$ cat config.mk
export PLATFORM = sky130hd
export DESIGN_NAME = tksi_cell
export DESIGN_NICKNAME = d
export VERILOG_FILES = /design/src/design/tksi_pkg.sv /design/src/design/tksi_cell.sv
export SDC_FILE = /design/constraint.sdc
export NUM_CORES = 1
export LEC_CHECK = 0
export ABC_AREA = 1
export BUFFER_PORTS_ARGS = -buffer_cell sky130_fd_sc_hd__clkbuf_2
export CORE_MARGIN = 10
export CORE_UTILIZATION = 50
export CTS_BUF_LIST = sky130_fd_sc_hd__clkbuf_4
export CTS_CLUSTER_DIAMETER = 100
export CTS_CLUSTER_SIZE = 24
export DETAILED_ROUTE_END_ITERATION = 7
export HOLD_SLACK_MARGIN = 0.05
export PLACE_DENSITY = 0.8
export SYNTH_ARGS = -nofsm -noshare
export SYNTH_HDL_FRONTEND = slang
export SYNTH_SLANG_ARGS = --single-unit
$ cat constraint.sdc
create_clock -name aclk -period 6.8 [get_ports aclk]
set_input_delay 2.04 -clock aclk [delete_from_list [all_inputs] [get_ports aclk]]
set_output_delay 2.04 -clock aclk [all_outputs]
set_load 0.05 [all_outputs]
$ cat src/design/tksi_pkg.sv
`timescale 1ns / 1ps
// ----------------------------------------------------------------------------
// tksi_pkg
// Types and constants of the top-k sorted insert block.
// ----------------------------------------------------------------------------
package tksi_pkg;

    localparam int RANKS_DEF  = 16;
    localparam int TABLES_DEF = 3;

    localparam logic signed [31:0] INIT_SCORE = 32'sd666;
    localparam logic [6:0]         INIT_RATIO = 7'd100;

    typedef enum logic {
        REQ_SUBMIT = 1'b0,
        REQ_READ   = 1'b1
    } req_e;

    typedef struct packed {
        logic signed [31:0] score;
        logic [6:0]         ratio;
        logic [15:0]        waves;
    } rec_t;

    localparam rec_t RESET_REC = '{score: INIT_SCORE, ratio: INIT_RATIO, waves: 16'd0};

    typedef struct packed {
        logic               req_type;
        logic [1:0]         table_sel;
        logic signed [31:0] new_score;
        logic [6:0]         new_hit_ratio;
        logic [15:0]        new_waves;
        logic [3:0]         read_rank;
    } in_item_t;

    typedef struct packed {
        logic               admitted;
        logic [3:0]         taken_rank;
        logic signed [31:0] out_score;
        logic [6:0]         out_hit_ratio;
        logic [15:0]        out_waves;
    } out_item_t;

    // Broadcast from the top level to every rank cell.
    typedef struct packed {
        logic insert_en;
        rec_t rec;
    } cell_cmd_t;

endpackage

$ cat src/design/tksi_cell.sv
`timescale 1ns / 1ps
// ----------------------------------------------------------------------------
// tksi_cell
// One rank position: holds that rank's record for every table, compares it
// with the submitted score and takes the new record or its upper neighbor's.
// ----------------------------------------------------------------------------
module tksi_cell #(
    parameter int TABLES  = tksi_pkg::TABLES_DEF,
    parameter bit IS_LAST = 1'b0
) (
    input  logic                  aclk,
    input  logic                  aresetn,
    input  tksi_pkg::cell_cmd_t   cmd,
    input  logic [TABLES-1:0]     tab_hit,
    input  tksi_pkg::rec_t        prev_rec,
    input  logic                  prev_lt,
    output tksi_pkg::rec_t        sel_rec,
    output logic                  lt,
    output logic                  ins
);
    import tksi_pkg::*;

    rec_t rec_reg  [TABLES];
    rec_t rec_next [TABLES];

    always_comb begin
        sel_rec = '0;
        for (int t = 0; t < TABLES; t++) begin
            if (tab_hit[t]) begin
                sel_rec = rec_reg[t];
            end
        end
    end

    // last rank also admits an equal score
    always_comb begin
        if (IS_LAST) begin
            lt = ($signed(cmd.rec.score) >= $signed(sel_rec.score));
        end else begin
            lt = ($signed(sel_rec.score) < $signed(cmd.rec.score));
        end
        ins = lt && !prev_lt;
    end

    always_comb begin
        for (int t = 0; t < TABLES; t++) begin
            rec_next[t] = rec_reg[t];
            if (cmd.insert_en && tab_hit[t] && lt) begin
                rec_next[t] = ins ? cmd.rec : prev_rec;
            end
        end
    end

    always_ff @(posedge aclk) begin
        for (int t = 0; t < TABLES; t++) begin
            if (!aresetn) begin
                rec_reg[t] <= RESET_REC;
            end else begin
                rec_reg[t] <= rec_next[t];
            end
        end
    end

endmodule

==> key figures <==
Floorplan
  – Io pins: 174
  – Chip height: 157.7 um
  – Core area: 18710 um^2
  – Initial Util: 50.71%
  – Die width: 157.7 um
  – FP Rows: 50
  – Die area: 24880 um^2

Synthesis
  – Synth area leaders: dfxtp_1 35%, inv_1 13%, a21oi_1 13%, nand3_1 12%, nand2_1 10%
  – Top FF cell, synth: dfxtp_1
  – #FFs+latches synth: 165
  – Asr flop ratio synth: 0%
  – Top-area cell type share of the netlist area: 34.82%
  – Cell taking the most area after synthesis: dfxtp_1
  – Syn avg cell area: 6.422 um^2
  – Post-synthesis sequential area ratio: 34.82%
  – Syn_nets: 1625
  – Distinct cells, synth: 26
  – Post-synthesis cell area: 9485 um^2
  – Yosys Warn Count: 0
  – EDFF count, synth: 0
  – Syn Inst Count: 1477

Placed design
  – Gpl congestion: 0.8356
  – DP Area: 10810 um^2
  – Placed wire-length estimate: 19.16 mm
  – PortBufs: 173

STA
  – Slew margin rel.: 32.21%
  – Clk_skew: 25.92 ps
  – Worst Max-Slew Pin Slew: 1017 ps
  – Final TNS setup: 0 ps
  – RSZ-0062 raised after global routing: no
  – Final slew viol count: 0
  – Final Critical Period: 6602 ps
  – Final hold vios: 0
  – Setup violations, final: 0
  – F_max: 151.5 MHz
  – Period utilisation layout: 97.08%

Clock network
  – TritonCTS Sinks: 165
  – CTS buffer count: 17
  – Clock transition at path regs: 130 ps
  – Hold_buf cts: 0
  – # Post-CTS Setup Buffers: 0
  – Root Buffer: clkbuf_4
  – H-tree depth: 4
  – CTS tree: built
  – Clk buf depth: 2
  – Post-CTS resize count: 0
  – Skew-Pair Late Insertion Delay: 560 ps

Setup path
  – Crit path max-delay cell type: ha_1
  – Worst EP required: 4760 ps
  – CP Capture Type: output port
  – CP cell instances: clkbuf_2 -> inv_4 -> buf_6 -> o21ai_0 -> o22ai_4 -> ha_1 -> nand2_1 -> o21a_1 -> o221a_2 -> nand2_1 -> nand2_1 -> nand2_1 -> nand2_1 -> nand2_4 -> buf_4 -> buf_12
  – Critical path class: in2out
  – R2R Setup Slk: 2930 ps
  – CP dominant cell by count: nand2_1
  – CP Launch Type: input pin
  – CP Data Arrival Time: 4560 ps
  – CP bufs+invs: 5
  – Critical Path Fanout Max: 20
  – Crit path max-delay family: buffers and inverters
  – Worst path max stage delay: 300 ps

Finish
  – Max reg flops: 165
  – Final nets: 1745
  – Final core utilization: 59.68%
  – Post-route cell area: 11160 um^2
  – Layout area overhead: 17.69%
  – Share of cells above drive strength 1: 17.33%

Run status
  – Outcome: completed

Worst hold path
  – Worst Hold Class: reg2reg

Drt
  – Vias: 9818
  – Pre-Repair DR Iteration Count: 5
  – Vias per cell: 5.321
  – DRT iter0 DRCs: 866
  – Routed wire length: 29.28 mm
  – WL/cell: 15.87 um
  – Post-route ant nets: 0
  – DRC Markers: 0

GRT
  – Vias in the first global route: 9334
  – Wire length of the first global-routing pass: 46.49 mm
  – Grt total ovfl: 0
  – Largest net degree at the start of global routing: 99
  – Initial antenna violation count: 1
  – GRT Overall Usage: 22.98%

Power and ir drop
  – Peak supply drop: 0.0001208 V
  – Leak pwr: 5.637 nW
  – Pwr/cell area: 231.1 nW/um^2

Job
  – Max Cap Viol: 0
path summary, 6_finish.rpt:
kind / depth (start not counted) / from / to
min: 2 / rec_reg[1][24] / rec_reg[1][24]
max: 16 / tab_hit[1] / lt
min reg2reg: 2 / rec_reg[1][24] / rec_reg[1][24]
max reg2reg: 18 / rec_reg[1][52] / rec_reg[0][47]
cells by family (layout without fill, tap and decap cells):
| family | Yosys count | in the layout | synth area share, % |
|---|---|---|---|
| flip-flops | 165 | 165 | 34.82 |
| other | 0 | 1 | 0 |
| AND/OR/NAND/NOR | 506 | 506 | 23.59 |
| adder cells (fa/ha/maj) | 31 | 31 | 4.089 |
| AO/OA/AOI/OAI | 341 | 341 | 18.80 |
| buffers and inverters | 434 | 567 | 18.70 |
cell usage in the layout (no fill, tap or decap), types with 2 or more instances in the layout:
cell type,netlist,final
a31oi_1,20,20
nand3_1,227,227
o22ai_2,0,6
nand2_1,252,251
buf_4,0,17
a211oi_1,3,3
inv_4,0,3
o21ai_2,0,2
clkinv_1,0,4
o22ai_4,0,20
nor2_1,11,11
bufinv_16,0,5
dfxtp_1,165,165
clkbuf_2,0,170
inv_1,330,327
a21oi_4,0,3
nand3b_1,3,3
clkbuf_4,0,20
buf_12,0,8
o21ai_1,0,3
ha_1,31,30
nand2_2,6,7
inv_2,6,5
buf_6,14,3
nand4_1,3,3
o21ai_0,52,47
clkinv_2,0,2
a21oi_1,237,233
worst register-to-register path, stage by stage (launching register included):
cell     delay [ps]
dfxtp_1         340
o21ai_0         300
o22ai_4         110
ha_1            330
nand3_1         100
nor3_2          200
nand2_1          80
nor4b_1         320
nand2_1         120
nand2_1          70
nand2_1          80
nand2_4         110
buf_4           550
nand2_2         130
inv_2           350
buf_4           330
nand3_1         120
nand2_1          80
inv_1            40
power by group:
part,switching [W],internal [W],leakage [nW]
clock,0.000341,0.000336,0.181
combinational,0.000563,0.000249,4.11
sequential,0.0000363,0.00106,1.35
cell usage after synthesis (11+ instances only):
master,count
o22ai_1,26
a21oi_1,237
buf_6,14
o21ai_0,52
nor2_1,11
a31oi_1,20
clkbuf_1,48
buf_2,32
nand2_1,252
ha_1,31
inv_1,330
nand3_1,227
dfxtp_1,165
through the flow:
step           hold WS, ps  power [W]  cells  setup slack (ps)
6_report             485.8   0.002580   1845             198.5
5_1_grt              510.0   0.002720   1845             20.87
4_1_cts              484.9   0.002585   1844             115.5
3_5_place_dp         452.9   0.001911   1812             162.3
3_3_place_gp         443.6   0.001895   1812             206.6
2_1_floorplan        435.3   0.001711   1477             1.736
metal layers:
layer	GRT usage (%)	routed length (um)	vias to the layer above
li1	-	-	4942
met1	28.71	12540	4461
met2	37.88	13630	367
met3	5.997	2578	48
met4	7.079	519	0
met5	0	0	-
cell type report:
cell class	count	area, um^2
antenna	1	2.502
clock buffer	20	150.1
clock inverter	12	183.9
fill	1799	7542
inverter	336	1272
multi-input combinational	878	4781
sequential	165	3303
tap	234	292.8
timing repair buffer	199	1177
(Power assumes the default switching activity.)
